==> src/hdl/psc_pkg.sv <==
// Shared types, constants and character-class functions for the printf specifier scanner.
`timescale 1ns / 1ps
`default_nettype none

package psc_pkg;

  // Default sizes of the scanner.
  localparam int OFFSET_BITS_DEF = 12;
  localparam int TYPE_CHARS_DEF  = 7;

  // Fixed widths of the result fields.
  localparam int OUT_OFF_W   = 12;
  localparam int TYPE_OUT_W  = 56;
  localparam int TYPE_LEN_W  = 3;
  localparam int COUNT_W     = 6;
  localparam int CH_W        = 8;
  localparam int IN_TDATA_W  = 8;
  localparam int OUT_TDATA_W = 96;

  localparam logic [COUNT_W-1:0] MAX_SPECS_RST = 6'd32;

  // Characters that steer the scan.
  localparam logic [CH_W-1:0] CH_NUL     = 8'h00;
  localparam logic [CH_W-1:0] CH_PERCENT = 8'h25;
  localparam logic [CH_W-1:0] CH_DOLLAR  = 8'h24;
  localparam logic [CH_W-1:0] CH_DOT     = 8'h2E;
  localparam logic [CH_W-1:0] CH_ZERO    = 8'h30;
  localparam logic [CH_W-1:0] CH_NINE    = 8'h39;

  // Result kinds carried on tuser.
  localparam logic KIND_SPEC = 1'b0;
  localparam logic KIND_END  = 1'b1;

  typedef enum logic [3:0] {
    M_PLAIN  = 4'd0,
    M_PCT    = 4'd1,
    M_HALT   = 4'd2,
    M_POSDIG = 4'd3,
    M_FLAGS  = 4'd4,
    M_WIDTH  = 4'd5,
    M_DOT    = 4'd6,
    M_PREC   = 4'd7,
    M_MOD    = 4'd8
  } mode_t;

  typedef struct packed {
    logic                  kind;
    logic [OUT_OFF_W-1:0]  spec_start;
    logic [OUT_OFF_W-1:0]  spec_length;
    logic                  pos_given;
    logic                  is_numeric;
    logic [TYPE_OUT_W-1:0] type_chars;
    logic [TYPE_LEN_W-1:0] type_length;
    logic [COUNT_W-1:0]    spec_count;
  } res_t;

  function automatic logic is_digit(input logic [CH_W-1:0] c);
    return (c >= CH_ZERO) && (c <= CH_NINE);
  endfunction

  // Flag characters: - + space # 0 '
  function automatic logic is_flag(input logic [CH_W-1:0] c);
    return c inside {8'h2D, 8'h2B, 8'h20, 8'h23, 8'h30, 8'h27};
  endfunction

  // Length modifiers: h l L q j z t
  function automatic logic is_modifier(input logic [CH_W-1:0] c);
    return c inside {8'h68, 8'h6C, 8'h4C, 8'h71, 8'h6A, 8'h7A, 8'h74};
  endfunction

  // Numeric conversions: d i u f F e E g G a A
  function automatic logic numeric_conv(input logic [CH_W-1:0] c);
    return c inside {8'h64, 8'h69, 8'h75, 8'h66, 8'h46, 8'h65, 8'h45,
                     8'h67, 8'h47, 8'h61, 8'h41};
  endfunction

endpackage

`default_nettype wire

==> src/hdl/printf_spec_scanner.sv <==
// Top level of the printf specifier scanner: stream ports, input and result registers.
//
//   Channel  Direction  Handshake            Payload
//   in_      slave      in_tvalid/in_tready  in_tdata = ch, in_tlast = end_of_string
//   out_     master     out_tvalid/out_tready out_tdata = result fields, out_tuser = kind
//   cfg_     write only cfg_we               cfg_wdata = max_specs
//
// Each character is accepted into an input register and scanned from there; a
// result, if any, is loaded into the output register as the character is scanned,
// and out_tvalid is driven by that register. One character per cycle is sustained
// while results are taken; the combinational scan step sets the rate.
// Reset (synchronous, active low) returns the scan to plain text at offset zero
// and sets max_specs to 32. When the output register holds a result that is not
// taken, characters that would make a result wait in the input register, and
// in_tready drops once that register is occupied by such a character.
`timescale 1ns / 1ps
`default_nettype none

module printf_spec_scanner #(
  parameter int OFFSET_BITS = psc_pkg::OFFSET_BITS_DEF,
  parameter int TYPE_CHARS  = psc_pkg::TYPE_CHARS_DEF
) (
  input  wire logic                              clk,
  input  wire logic                              rst_n,
  // Input stream.
  input  wire logic                              in_tvalid,
  output logic                                   in_tready,
  input  wire logic [psc_pkg::IN_TDATA_W-1:0]    in_tdata,  // [7:0] ch
  input  wire logic                              in_tlast,  // end_of_string
  // Result stream.
  output logic                                   out_tvalid,
  input  wire logic                              out_tready,
  // [11:0] spec_start, [23:12] spec_length, [24] pos_given, [25] is_numeric,
  // [81:26] type_chars, [84:82] type_length, [90:85] spec_count, [95:91] zero
  output logic [psc_pkg::OUT_TDATA_W-1:0]        out_tdata,
  output logic                                   out_tuser, // [0] kind
  // Configuration.
  input  wire logic                              cfg_we,
  input  wire logic [psc_pkg::COUNT_W-1:0]       cfg_wdata  // max_specs
);
  import psc_pkg::*;

  // Configuration register.
  logic [COUNT_W-1:0] max_specs_r;

  always_ff @(posedge clk) begin
    if (!rst_n) begin
      max_specs_r <= MAX_SPECS_RST;
    end else if (cfg_we) begin
      max_specs_r <= cfg_wdata;
    end
  end

  // Input register stage.
  logic            s1_valid_r, s1_valid_nxt;
  logic [CH_W-1:0] s1_ch_r;
  logic            s1_eos_r;
  logic            s1_fire;
  logic            in_fire;

  // Result register stage.
  logic            out_valid_r, out_valid_nxt;
  res_t            out_res_r;
  logic            out_free;

  logic            core_res_valid;
  res_t            core_res;

  assign out_free = !out_valid_r || out_tready;
  // A character that makes no result can always advance; one that does needs room.
  assign s1_fire  = s1_valid_r && (out_free || !core_res_valid);
  assign in_tready = !s1_valid_r || s1_fire;
  assign in_fire  = in_tvalid && in_tready;

  assign s1_valid_nxt  = in_fire || (s1_valid_r && !s1_fire);
  assign out_valid_nxt = (out_valid_r && !out_tready) || (s1_fire && core_res_valid);

  always_ff @(posedge clk) begin
    if (!rst_n) begin
      s1_valid_r  <= 1'b0;
      out_valid_r <= 1'b0;
    end else begin
      s1_valid_r  <= s1_valid_nxt;
      out_valid_r <= out_valid_nxt;
    end
  end

  always_ff @(posedge clk) begin
    if (in_fire) begin
      s1_ch_r  <= in_tdata[CH_W-1:0];
      s1_eos_r <= in_tlast;
    end
    if (s1_fire && core_res_valid) begin
      out_res_r <= core_res;
    end
  end

  psc_core #(
    .OFFSET_BITS (OFFSET_BITS),
    .TYPE_CHARS  (TYPE_CHARS)
  ) u_core (
    .clk       (clk),
    .rst_n     (rst_n),
    .step_en   (s1_fire),
    .ch        (s1_ch_r),
    .eos       (s1_eos_r),
    .max_specs (max_specs_r),
    .res_valid (core_res_valid),
    .res       (core_res)
  );

  assign out_tvalid = out_valid_r;
  assign out_tuser  = out_res_r.kind;
  assign out_tdata  = {5'b0,
                       out_res_r.spec_count,
                       out_res_r.type_length,
                       out_res_r.type_chars,
                       out_res_r.is_numeric,
                       out_res_r.pos_given,
                       out_res_r.spec_length,
                       out_res_r.spec_start};

endmodule

`default_nettype wire

==> src/hdl/psc_core.sv <==
// Scan state registers and the one-character step logic of the specifier scanner.
`timescale 1ns / 1ps
`default_nettype none

module psc_core #(
  parameter int OFFSET_BITS = psc_pkg::OFFSET_BITS_DEF,
  parameter int TYPE_CHARS  = psc_pkg::TYPE_CHARS_DEF
) (
  input  wire logic                         clk,
  input  wire logic                         rst_n,
  input  wire logic                         step_en,
  input  wire logic [psc_pkg::CH_W-1:0]     ch,
  input  wire logic                         eos,
  input  wire logic [psc_pkg::COUNT_W-1:0]  max_specs,
  output logic                              res_valid,
  output psc_pkg::res_t                     res
);
  import psc_pkg::*;

  localparam int FILL_W = $clog2(TYPE_CHARS + 1);
  localparam int BUF_W  = 8 * TYPE_CHARS;

  mode_t               mode_r,   mode_nxt;
  logic [OFFSET_BITS-1:0] offset_r, offset_nxt;
  logic [OFFSET_BITS-1:0] start_r,  start_nxt;
  logic [COUNT_W-1:0]  found_r,  found_nxt;
  logic                pos_r,    pos_nxt;
  logic                daz_r,    daz_nxt;
  logic [BUF_W-1:0]    buf_r,    buf_nxt;
  logic [FILL_W-1:0]   fill_r,   fill_nxt;

  // Values the specifier body starts from; a fresh specifier begins cleared.
  logic                body_go;
  mode_t               body_m;
  mode_t               m_eff;
  logic                done;
  logic                pos_b;
  logic [BUF_W-1:0]    buf_b;
  logic [FILL_W-1:0]   fill_b;
  logic [BUF_W-1:0]    buf_kept;
  logic [FILL_W-1:0]   fill_kept;
  logic                is_end;

  logic [OFFSET_BITS:0]           len_wide;
  logic [OFFSET_BITS-1:0]         len_sat;
  logic [OFFSET_BITS+OUT_OFF_W-1:0] start_ext;
  logic [OFFSET_BITS+OUT_OFF_W-1:0] len_ext;
  logic [BUF_W+TYPE_OUT_W-1:0]    buf_ext;
  logic [FILL_W+TYPE_LEN_W-1:0]   fill_ext;

  // Length from the percent sign through the current character, saturated.
  assign len_wide = {1'b0, offset_r} - {1'b0, start_r} + (OFFSET_BITS+1)'(1);
  assign len_sat  = ((offset_r < start_r) || len_wide[OFFSET_BITS]) ?
                    '1 : len_wide[OFFSET_BITS-1:0];

  assign start_ext = {{OUT_OFF_W{1'b0}}, start_r};
  assign len_ext   = {{OUT_OFF_W{1'b0}}, len_sat};
  assign buf_ext   = {{TYPE_OUT_W{1'b0}}, buf_kept};
  assign fill_ext  = {{TYPE_LEN_W{1'b0}}, fill_kept};

  // Append the character to the type buffer while room is left.
  always_comb begin
    buf_kept  = buf_b;
    fill_kept = fill_b;
    if (fill_b < FILL_W'(TYPE_CHARS)) begin
      for (int i = 0; i < TYPE_CHARS; i++) begin
        if (fill_b == FILL_W'(i)) begin
          buf_kept[8*i +: 8] = ch;
        end
      end
      fill_kept = fill_b + FILL_W'(1);
    end
  end

  assign is_end = eos || (ch == CH_NUL);

  always_comb begin
    mode_nxt   = mode_r;
    offset_nxt = offset_r;
    start_nxt  = start_r;
    found_nxt  = found_r;
    pos_nxt    = pos_r;
    daz_nxt    = daz_r;
    buf_nxt    = buf_r;
    fill_nxt   = fill_r;
    res_valid  = 1'b0;
    res        = '0;
    body_go    = 1'b0;
    body_m     = mode_r;
    pos_b      = pos_r;
    buf_b      = buf_r;
    fill_b     = fill_r;
    m_eff      = mode_r;
    done       = 1'b0;

    if (is_end) begin
      res_valid       = 1'b1;
      res.kind        = KIND_END;
      res.spec_count  = found_r;
      mode_nxt        = M_PLAIN;
      offset_nxt      = '0;
      start_nxt       = '0;
      found_nxt       = '0;
      pos_nxt         = 1'b0;
      daz_nxt         = 1'b0;
      buf_nxt         = '0;
      fill_nxt        = '0;
    end else begin
      case (mode_r)
        M_PLAIN: begin
          if (ch == CH_PERCENT) begin
            start_nxt = offset_r;
            mode_nxt  = M_PCT;
          end
        end
        M_PCT: begin
          if (ch == CH_PERCENT) begin
            mode_nxt = M_PLAIN;
          end else if (found_r >= max_specs) begin
            mode_nxt = M_HALT;
          end else begin
            pos_nxt  = 1'b0;
            buf_nxt  = '0;
            fill_nxt = '0;
            if (is_digit(ch)) begin
              daz_nxt  = (ch == CH_ZERO);
              mode_nxt = M_POSDIG;
            end else begin
              daz_nxt = 1'b0;
              body_go = 1'b1;
              body_m  = M_FLAGS;
              pos_b   = 1'b0;
              buf_b   = '0;
              fill_b  = '0;
            end
          end
        end
        M_POSDIG, M_FLAGS, M_WIDTH, M_PREC, M_MOD: begin
          body_go = 1'b1;
        end
        M_HALT: begin
          mode_nxt = M_HALT;
        end
        default: begin
          mode_nxt = M_PLAIN;
        end
      endcase

      // Specifier body: each part either takes the character or hands it on.
      if (body_go) begin
        m_eff = body_m;
        if (m_eff == M_POSDIG) begin
          if (is_digit(ch)) begin
            if (ch != CH_ZERO) begin
              daz_nxt = 1'b0;
            end
            done = 1'b1;
          end else if (ch == CH_DOLLAR) begin
            pos_nxt  = 1'b1;
            mode_nxt = M_FLAGS;
            done     = 1'b1;
          end else begin
            m_eff = daz_r ? M_FLAGS : M_DOT;
          end
        end
        if (!done && m_eff == M_FLAGS) begin
          if (is_flag(ch)) begin
            mode_nxt = M_FLAGS;
            done     = 1'b1;
          end else if (is_digit(ch)) begin
            mode_nxt = M_WIDTH;
            done     = 1'b1;
          end else begin
            m_eff = M_DOT;
          end
        end
        if (!done && m_eff == M_WIDTH) begin
          if (is_digit(ch)) begin
            mode_nxt = M_WIDTH;
            done     = 1'b1;
          end else begin
            m_eff = M_DOT;
          end
        end
        if (!done && m_eff == M_DOT) begin
          if (ch == CH_DOT) begin
            mode_nxt = M_PREC;
            done     = 1'b1;
          end else begin
            m_eff = M_MOD;
          end
        end
        if (!done && m_eff == M_PREC) begin
          if (is_digit(ch)) begin
            mode_nxt = M_PREC;
            done     = 1'b1;
          end else begin
            m_eff = M_MOD;
          end
        end
        if (!done) begin
          buf_nxt  = buf_kept;
          fill_nxt = fill_kept;
          if (is_modifier(ch)) begin
            mode_nxt = M_MOD;
          end else begin
            res_valid        = 1'b1;
            res.kind         = KIND_SPEC;
            res.spec_start   = start_ext[OUT_OFF_W-1:0];
            res.spec_length  = len_ext[OUT_OFF_W-1:0];
            res.pos_given    = pos_b;
            res.is_numeric   = numeric_conv(ch);
            res.type_chars   = buf_ext[TYPE_OUT_W-1:0];
            res.type_length  = fill_ext[TYPE_LEN_W-1:0];
            found_nxt        = found_r + COUNT_W'(1);
            mode_nxt         = M_PLAIN;
          end
        end
      end

      if (offset_r != '1) begin
        offset_nxt = offset_r + OFFSET_BITS'(1);
      end
    end
  end

  always_ff @(posedge clk) begin
    if (!rst_n) begin
      mode_r   <= M_PLAIN;
      offset_r <= '0;
      start_r  <= '0;
      found_r  <= '0;
      pos_r    <= 1'b0;
      daz_r    <= 1'b0;
      buf_r    <= '0;
      fill_r   <= '0;
    end else if (step_en) begin
      mode_r   <= mode_nxt;
      offset_r <= offset_nxt;
      start_r  <= start_nxt;
      found_r  <= found_nxt;
      pos_r    <= pos_nxt;
      daz_r    <= daz_nxt;
      buf_r    <= buf_nxt;
      fill_r   <= fill_nxt;
    end
  end

endmodule

`default_nettype wire

==> config.mk <==
export PLATFORM = sky130hd
export DESIGN_NAME = printf_spec_scanner
export DESIGN_NICKNAME = d
export VERILOG_FILES = /design/src/hdl/psc_pkg.sv /design/src/hdl/printf_spec_scanner.sv /design/src/hdl/psc_core.sv
export SDC_FILE = /design/constraint.sdc
export NUM_CORES = 1
export LEC_CHECK = 0
export BUFFER_PORTS_ARGS = -buffer_cell sky130_fd_sc_hd__buf_2
export CAP_MARGIN = 20
export CORE_UTILIZATION = 36
export CTS_CLUSTER_DIAMETER = 60
export DETAILED_ROUTE_END_ITERATION = 8
export GPL_ROUTABILITY_DRIVEN = 0
export SLEW_MARGIN = 20
export SYNTH_ARGS = -nofsm -noshare
export SYNTH_HDL_FRONTEND = slang
export SYNTH_SLANG_ARGS = --single-unit
==> constraint.sdc <==
create_clock -name clk -period 7.8 [get_ports clk]
set_clock_uncertainty 0.15 [all_clocks]
set_input_delay 0.78 -clock clk [delete_from_list [all_inputs] [get_ports clk]]
set_output_delay 0.78 -clock clk [all_outputs]
set_load 0.005 [all_outputs]
# [Yosys cells after proc, flatten, opt, wreduce, memory -nomap -nowiden]
# Index checks and enable logic that the tools add are counted.
[op_classes] add_sub_neg=5 order_cmp=5 n_eq_ne=49 n_mux=142 n_bitwise=1 reduce_logical=41
[ops] operator="$mux 56" n=11
[ops] operator="$mux 4" n=45
[ops] operator="$mux 86" n=2
[ops] operator="$eq 8x7->1 const B" n=18
[ops] operator="$mux 85" n=1
[ops] operator="$eq 8x6->1 const B" n=9
[ops] operator="$mux 12" n=6
[ops] operator="$mux 8" n=7
[ops] operator="$mux 1" n=51
[ops] operator="$mux 3" n=12
[ops] operator="$eq 4x3->1 const B" n=7
[ops] operator="$mux 6" n=4
[ops] operator="$pmux 4 s4" n=1
[ops] operator="$add 13x1->13 const B" n=1
[ops] operator="$sub 12x12->13" n=1
[ops] operator="$add 12x1->12 const B" n=1
[ops] operator="$eq 4x2->1 const B" n=3
[ops] operator="$lt 12x12->1" n=1
[ops] operator="$ne 12x12->1 const B" n=1
[ops] operator="$reduce_bool 11->1" n=1
[ops] operator="$logic_and 1x1->1" n=10
[ops] operator="$eq 3x3->1 const B" n=3
[ops] operator="$logic_not 1->1" n=9
[ops] operator="$ge 8x6->1 const B" n=1
[ops] operator="other kinds (26)" n=37
[totals] reg_bits=204 out_inout_bits=99 word_cells=264

# [Depth between registers and ports, before layout]
[depth] word_depth=41 mapped_depth=18

# [By module]
# From an unflattened synthesis, not the netlist that was laid out.
[hier_totals] hier_cells=1022 area_unflattened_um2=10164.7
[by_module_without_submodules] mod="psc_core" instances=1 cells_per_inst=884 area_per_inst_um2=6747.7 seq_area_each_um2=1901.8
[by_module_without_submodules] mod="printf_spec_scanner" instances=1 cells_per_inst=138 area_per_inst_um2=3417.0 seq_area_each_um2=3193.1

# [Worst setup path before layout]
# Ideal clock, no wire load.
[synth_path] path_kind="reg-to-reg" from="register u_core.found_r[0]" to="register out_res_r (netlist bit out_tdata[0]), enable pin" setup_time_ps=546 arrival_time_ps=6073 path_slack_ps=1031 stages_incl_launch_ff=12 n_path_buf=2 cell_sequence="dfxtp_1 inv_1 ha_1 nand2b_1 a31oi_1 o21a_1 clkbuf_1 a2111o_1 o2111ai_4 a41oi_1 clkbuf_1 nor2_1"
[synth_between] elab_chain_len=37 word_cells_on_any_way=67 classes_between="order compare: 1; eq/ne: 5; mux: 49; reduce/logical: 12"
[synth_rtl] item="start, declared" line_no="psc_core.sv:26" source="logic [COUNT_W-1:0] found_r, found_nxt;"
[synth_rtl] item="start signal, assigned" line_no="psc_core.sv:241" source="found_r <= found_nxt;"
[synth_rtl] item="$ge 6x6->1 *" line_no="psc_core.sv:119" source="end else if (found_r >= max_specs) begin"
[synth_rtl] item="$mux 4" line_no="psc_core.sv:119"
[synth_rtl] item="$mux 4" line_no="psc_core.sv:117" source="if (ch == CH_PERCENT) begin"
[synth_rtl] item="$mux 4" line_no="psc_core.sv:109" source="case (mode_r)"
[synth_rtl] item="$mux 4" line_no="psc_core.sv:96" source="if (is_end) begin"
[synth_rtl] item="$mux 4" line_no="psc_core.sv:158" source="end else if (ch == CH_DOLLAR) begin"
[synth_rtl] item="$mux 4" line_no="psc_core.sv:153" source="if (is_digit(ch)) begin"
[synth_rtl] item="$mux 4" line_no="psc_core.sv:152" source="if (m_eff == M_POSDIG) begin"
[synth_rtl] item="[... 21 more ...]"
[synth_rtl] item="$mux 1" line_no="psc_core.sv:96"
[synth_rtl] item="$mux 1" line_no="psc_core.sv:201" source="if (!done) begin"
[synth_rtl] item="$mux 1 *" line_no="psc_core.sv:150" source="if (body_go) begin"
[synth_rtl] item="$mux 1 *" line_no="psc_core.sv:96"
[synth_rtl] item="$logic_not 1->1" line_no="printf_spec_scanner.sv:71" source="assign s1_fire = s1_valid_r && (out_free || !core_res_valid);"
[synth_rtl] item="$logic_or 1x1->1" line_no="printf_spec_scanner.sv:71"
[synth_rtl] item="$logic_and 1x1->1" line_no="printf_spec_scanner.sv:71"
[synth_rtl] item="$logic_and 1x1->1 *" line_no="printf_spec_scanner.sv:93" source="if (s1_fire && core_res_valid) begin"
[synth_rtl] item="end signal, assigned" line_no="printf_spec_scanner.sv:94" source="out_res_r <= core_res;"
[synth_rtl] item="end, declared" line_no="printf_spec_scanner.sv:63" source="res_t out_res_r;"
# Every way passes the cells marked *; elsewhere a longest branch is shown, timed or not. The select of a mux whose other input is x is not followed.
# A chain may end at the register's enable or synchronous reset.

# [Final worst setup path]
[layout_path] from="register s1_ch_r[5]" to="output in_tready"
[layout_between] elab_chain_len=39 word_cells_on_any_way=94 classes_between="order compare: 2; eq/ne: 21; mux: 54; reduce/logical: 17"
[layout_rtl] item="start, declared" line_no="printf_spec_scanner.sv:56" source="logic [CH_W-1:0] s1_ch_r;"
[layout_rtl] item="start signal, assigned" line_no="printf_spec_scanner.sv:90" source="s1_ch_r <= in_tdata[CH_W-1:0];"
[layout_rtl] item="$ge 8x6->1 / $le 8x6->1 (equally long branches)" line_no="psc_pkg.sv:58" source="return (c >= CH_ZERO) && (c <= CH_NINE);"
[layout_rtl] item="$logic_and 1x1->1" line_no="psc_pkg.sv:58"
[layout_rtl] item="$mux 4" line_no="psc_core.sv:125" source="if (is_digit(ch)) begin"
[layout_rtl] item="$mux 4" line_no="psc_core.sv:119"
[layout_rtl] item="$mux 4" line_no="psc_core.sv:117"
[layout_rtl] item="$mux 4" line_no="psc_core.sv:109"
[layout_rtl] item="$mux 4" line_no="psc_core.sv:96"
[layout_rtl] item="$mux 4" line_no="psc_core.sv:158"
[layout_rtl] item="[... 23 more ...]"
[layout_rtl] item="$mux 1" line_no="psc_core.sv:96"
[layout_rtl] item="$mux 1" line_no="psc_core.sv:201"
[layout_rtl] item="$mux 1" line_no="psc_core.sv:150"
[layout_rtl] item="$mux 1 *" line_no="psc_core.sv:96"
[layout_rtl] item="$logic_not 1->1 *" line_no="printf_spec_scanner.sv:71"
[layout_rtl] item="$logic_or 1x1->1 *" line_no="printf_spec_scanner.sv:71"
[layout_rtl] item="$logic_and 1x1->1 *" line_no="printf_spec_scanner.sv:71"
[layout_rtl] item="$logic_or 1x1->1 *" line_no="printf_spec_scanner.sv:72" source="assign in_tready = !s1_valid_r || s1_fire;"
[layout_rtl] item="end, declared" line_no="printf_spec_scanner.sv:27" source="output logic in_tready,"
# Marks and branches as above.

==> results.txt <==
Total Nets Final - 1407
Diodes inserted - 0
PD cells - 191 nW/µm²
Initial Util - 36.5%
r2r startpoint - u_core.found_r[0]
Sink Count - 204
Startpoint Class - register
Starting DRT DRC Count - 962
WL/cell - 18.6 µm
cts repair resizes - 0
syn avg cell area - 8.84 µm²
crit-path cells - nor3b_2 -> o221ai_1 -> a31oi_1 -> o22ai_4 -> o2111ai_4 -> a41oi_1 -> nor3b_1 -> inv_1 -> buf_2
Yosys cell types - 78
relative slew slack - 18.5%
largest net degree at the start of global routing - 85
Reg-to-Reg End - u_core.buf_r[45]
gr usage total - 19.8%
worst-case clock buffer depth - 3
Required @ worst endpoint - 6.87 ns
Crit-path slowest cell - edfxtp_1
Post-CTS Hold Buffers - 0
vias in the first global route - 9627
worst setup path category - reg2out
CP Max Fanout - 18
Adder-Cell Fraction of Synth Area - 5.19%
final worst slack - 2.56 ns
ratio of cells with drive above 1 in the final layout - 14.3%
DIE AREA - 32600 µm²
Clock Tree Root - clkbuf_16
Hold Path Class - in2reg
reg2reg path depth - 15
Synth warnings - 0
H-tree levels - 1
Synth Instances - 1298
main combinational cell family by area after synthesis - simple AND/OR/NAND/NOR gates
delay-heaviest family, CP - compound AO/OA/AOI/OAI gates
post-route minimum period - 5.24 ns
WHS Path Cells - 1
simple-gate share of the synthesized area - 21.8%
CTS Buf Count - 24
CTS tree - yes
DP Wirelength - 19.9 mm
DRC Markers - 0
dpl ws - 2.98 ns
Setup Fix Bufs, Post-CTS - 0
cell area after synthesis - 11500 µm²
Final Cycle Share - 67.2%
Routed WL - 32.8 mm
worst slew pin tran - 1.21 ns
Fmax - 191 MHz
first-pass GRT wire length - 52.4 mm
most frequent cell after synthesis - nand2_1
initial antenna violation count - 0
max-cap violation count - 0
Reg2Reg Setup Slack - 2.83 ns
Overflow after GRT - 0
EDFF count, synth - 101
outcome - finished, final reports clean
Hold Crit Start - in_tdata[5]
multiplexer area fraction after synthesis - 2.56%
Setup crit end kind - output pin
Via density - 5.70
asr flop ratio synth - 0%
hold endpoint - s1_ch_r[5]
setup tns final - 0 ns
XOR/XNOR Fraction of Synth Area - 0.840%
max-slew violations - 0
largest cells by area after synthesis - edfxtp_1, dfxtp_1, nand3_1
Area Growth Syn to Fin - 13.2%
Vias - 10000
arrival time worst endpoint - 4.31 ns
CP max stage delay - 0.89 ns
io pins - 119
Max rail drop VDD - 0.000134 V
RSZ-0062 raised after global routing - false
fill count - 3089
final hold viol count - 0
Pleak - 0.00454 µW
Worst Path Buf+Inv - 2
buffers added on ports - 113
site row count - 65
CTS clk-pin slew, worst paths - 0.06 ns
Setup-failing EPs final - 0
die height - 181 µm
Post-synth top cells - nand2_1, nand3_1, a21oi_1
Pre-antenna DRT Iters - 5
complex-gate fraction of the synthesized area - 19.1%
Core Area - 31500 µm²
#FFs+latches synth - 204
post-route ant nets - 0
Main synth FF type - dfxtp_1
clock latency on the worst-skew pair - 0.53 ns
sequential area share after synthesis - 44.4%
cell depth of the worst setup path - 9
Yosys top cell area share - 26.4%
DIE WIDTH - 181 µm
post-synth top area cell - edfxtp_1
-- kinds of logic after synthesis --
kind of cell,Yosys count
adders and majority gates,44
xor gates and xnor gates,11
DFF,204
muxes,29
other,1
buffers and inverters,164
and+or+nand+nor,524
AOI/OAI and AO/OA,321
-- stage by stage --
stage | hold WS [ns] | util, % | cells | total power [µW] | area (µm²)
finish | 0.315 | 41.3 | 1763 | 2480 | 13000
global route | 0.297 | 41.3 | 1763 | 2570 | 13000
CTS | 0.291 | 41.2 | 1762 | 2500 | 13000
detailed placement | 0.316 | 38.7 | 1718 | 1390 | 12200
global placement | 0.312 | 38.7 | 1718 | 1390 | 12200
floorplan | 0.285 | - | 1302 | 1320 | 11500
-- cell type report --
cell class / count / area (µm²) / share of cell area, %
well taps: 402 / 503 / 3.87
multi-input cells: 934 / 5750 / 44.3
clock inverters: 4 / 30.0 / 0.231
repair buffers: 124 / 656 / 5.05
inverters: 55 / 206 / 1.59
clock buffers: 40 / 752 / 5.79
flip-flops and latches: 204 / 5090 / 39.2
-- power by group --
part / internal [µW] / switching (µW) / total, µW
combinational: 53.2 / 138 / 191
sequential: 1150 / 27.1 / 1180
clock: 655 / 459 / 1110
-- worst max path at each step --
stage	slack, ns	start	to
3_3_place_gp	3.01	s1_ch_r[5]	u_core.buf_r[14]
6_report	2.56	s1_ch_r[5]	in_tready
3_5_place_dp	2.98	u_core.found_r[0]	u_core.buf_r[42]
2_1_floorplan	1.03	u_core.found_r[0]	out_tdata[0]
4_1_cts	2.61	s1_ch_r[5]	in_tready
5_1_grt	2.28	s1_ch_r[5]	in_tready
-- state kept, by name (all words and copies together), names as in the netlist --
register,cells
max_specs_r,6
u_core.mode_r,4
s1_eos_r,1
u_core.start_r,12
s1_valid_r,1
u_core.fill_r,3
out_tdata,91
u_core.offset_r,12
u_core.found_r,6
s1_ch_r,8
out_tvalid,1
out_tuser,1
u_core.pos_r,1
u_core.buf_r,56
u_core.daz_r,1
-- routing by layer --
layer | part of all wire, % | track usage [%] | vias to the layer above
met3 | 7.4 | 2.65 | 60
li1 | - | - | 4769
met5 | 0 | 0 | -
met2 | 44 | 30.8 | 424
met4 | 2.4 | 6.87 | 0
met1 | 46 | 28.2 | 4794
-- cell usage in the layout (no fill, tap or decap), types with 4 or more instances in the layout --
master      netlist  routed
inv_1            54      54
and2_1           39      39
a31oi_1          22      21
edfxtp_1        101     101
mux2i_1          26      26
o21ai_0          20      20
buf_4             7      10
nand3_1         138     136
o31ai_1          10      10
a21o_1            4       4
xnor2_1           7       7
a221o_1          24      24
nor2_1          109     108
clkbuf_1         72       8
nand2_2           4       5
o211ai_1         36      36
dfxtp_1         103     103
conb_1            1       5
nor3_1           12      11
ha_1             38      38
nand2_1         161     160
buf_2            19     113
clkinvlp_4        0       4
fa_1              6       6
nor2b_1           8       8
clkbuf_8          0       7
xor2_1            4       4
nand2b_1          7       7
a22o_1           23      23
a21oi_1         136     135
nand4_1           7       7
clkbuf_16         0      25
or4_1             9       9
and3_1           10       9
(Power assumes the default switching activity.)
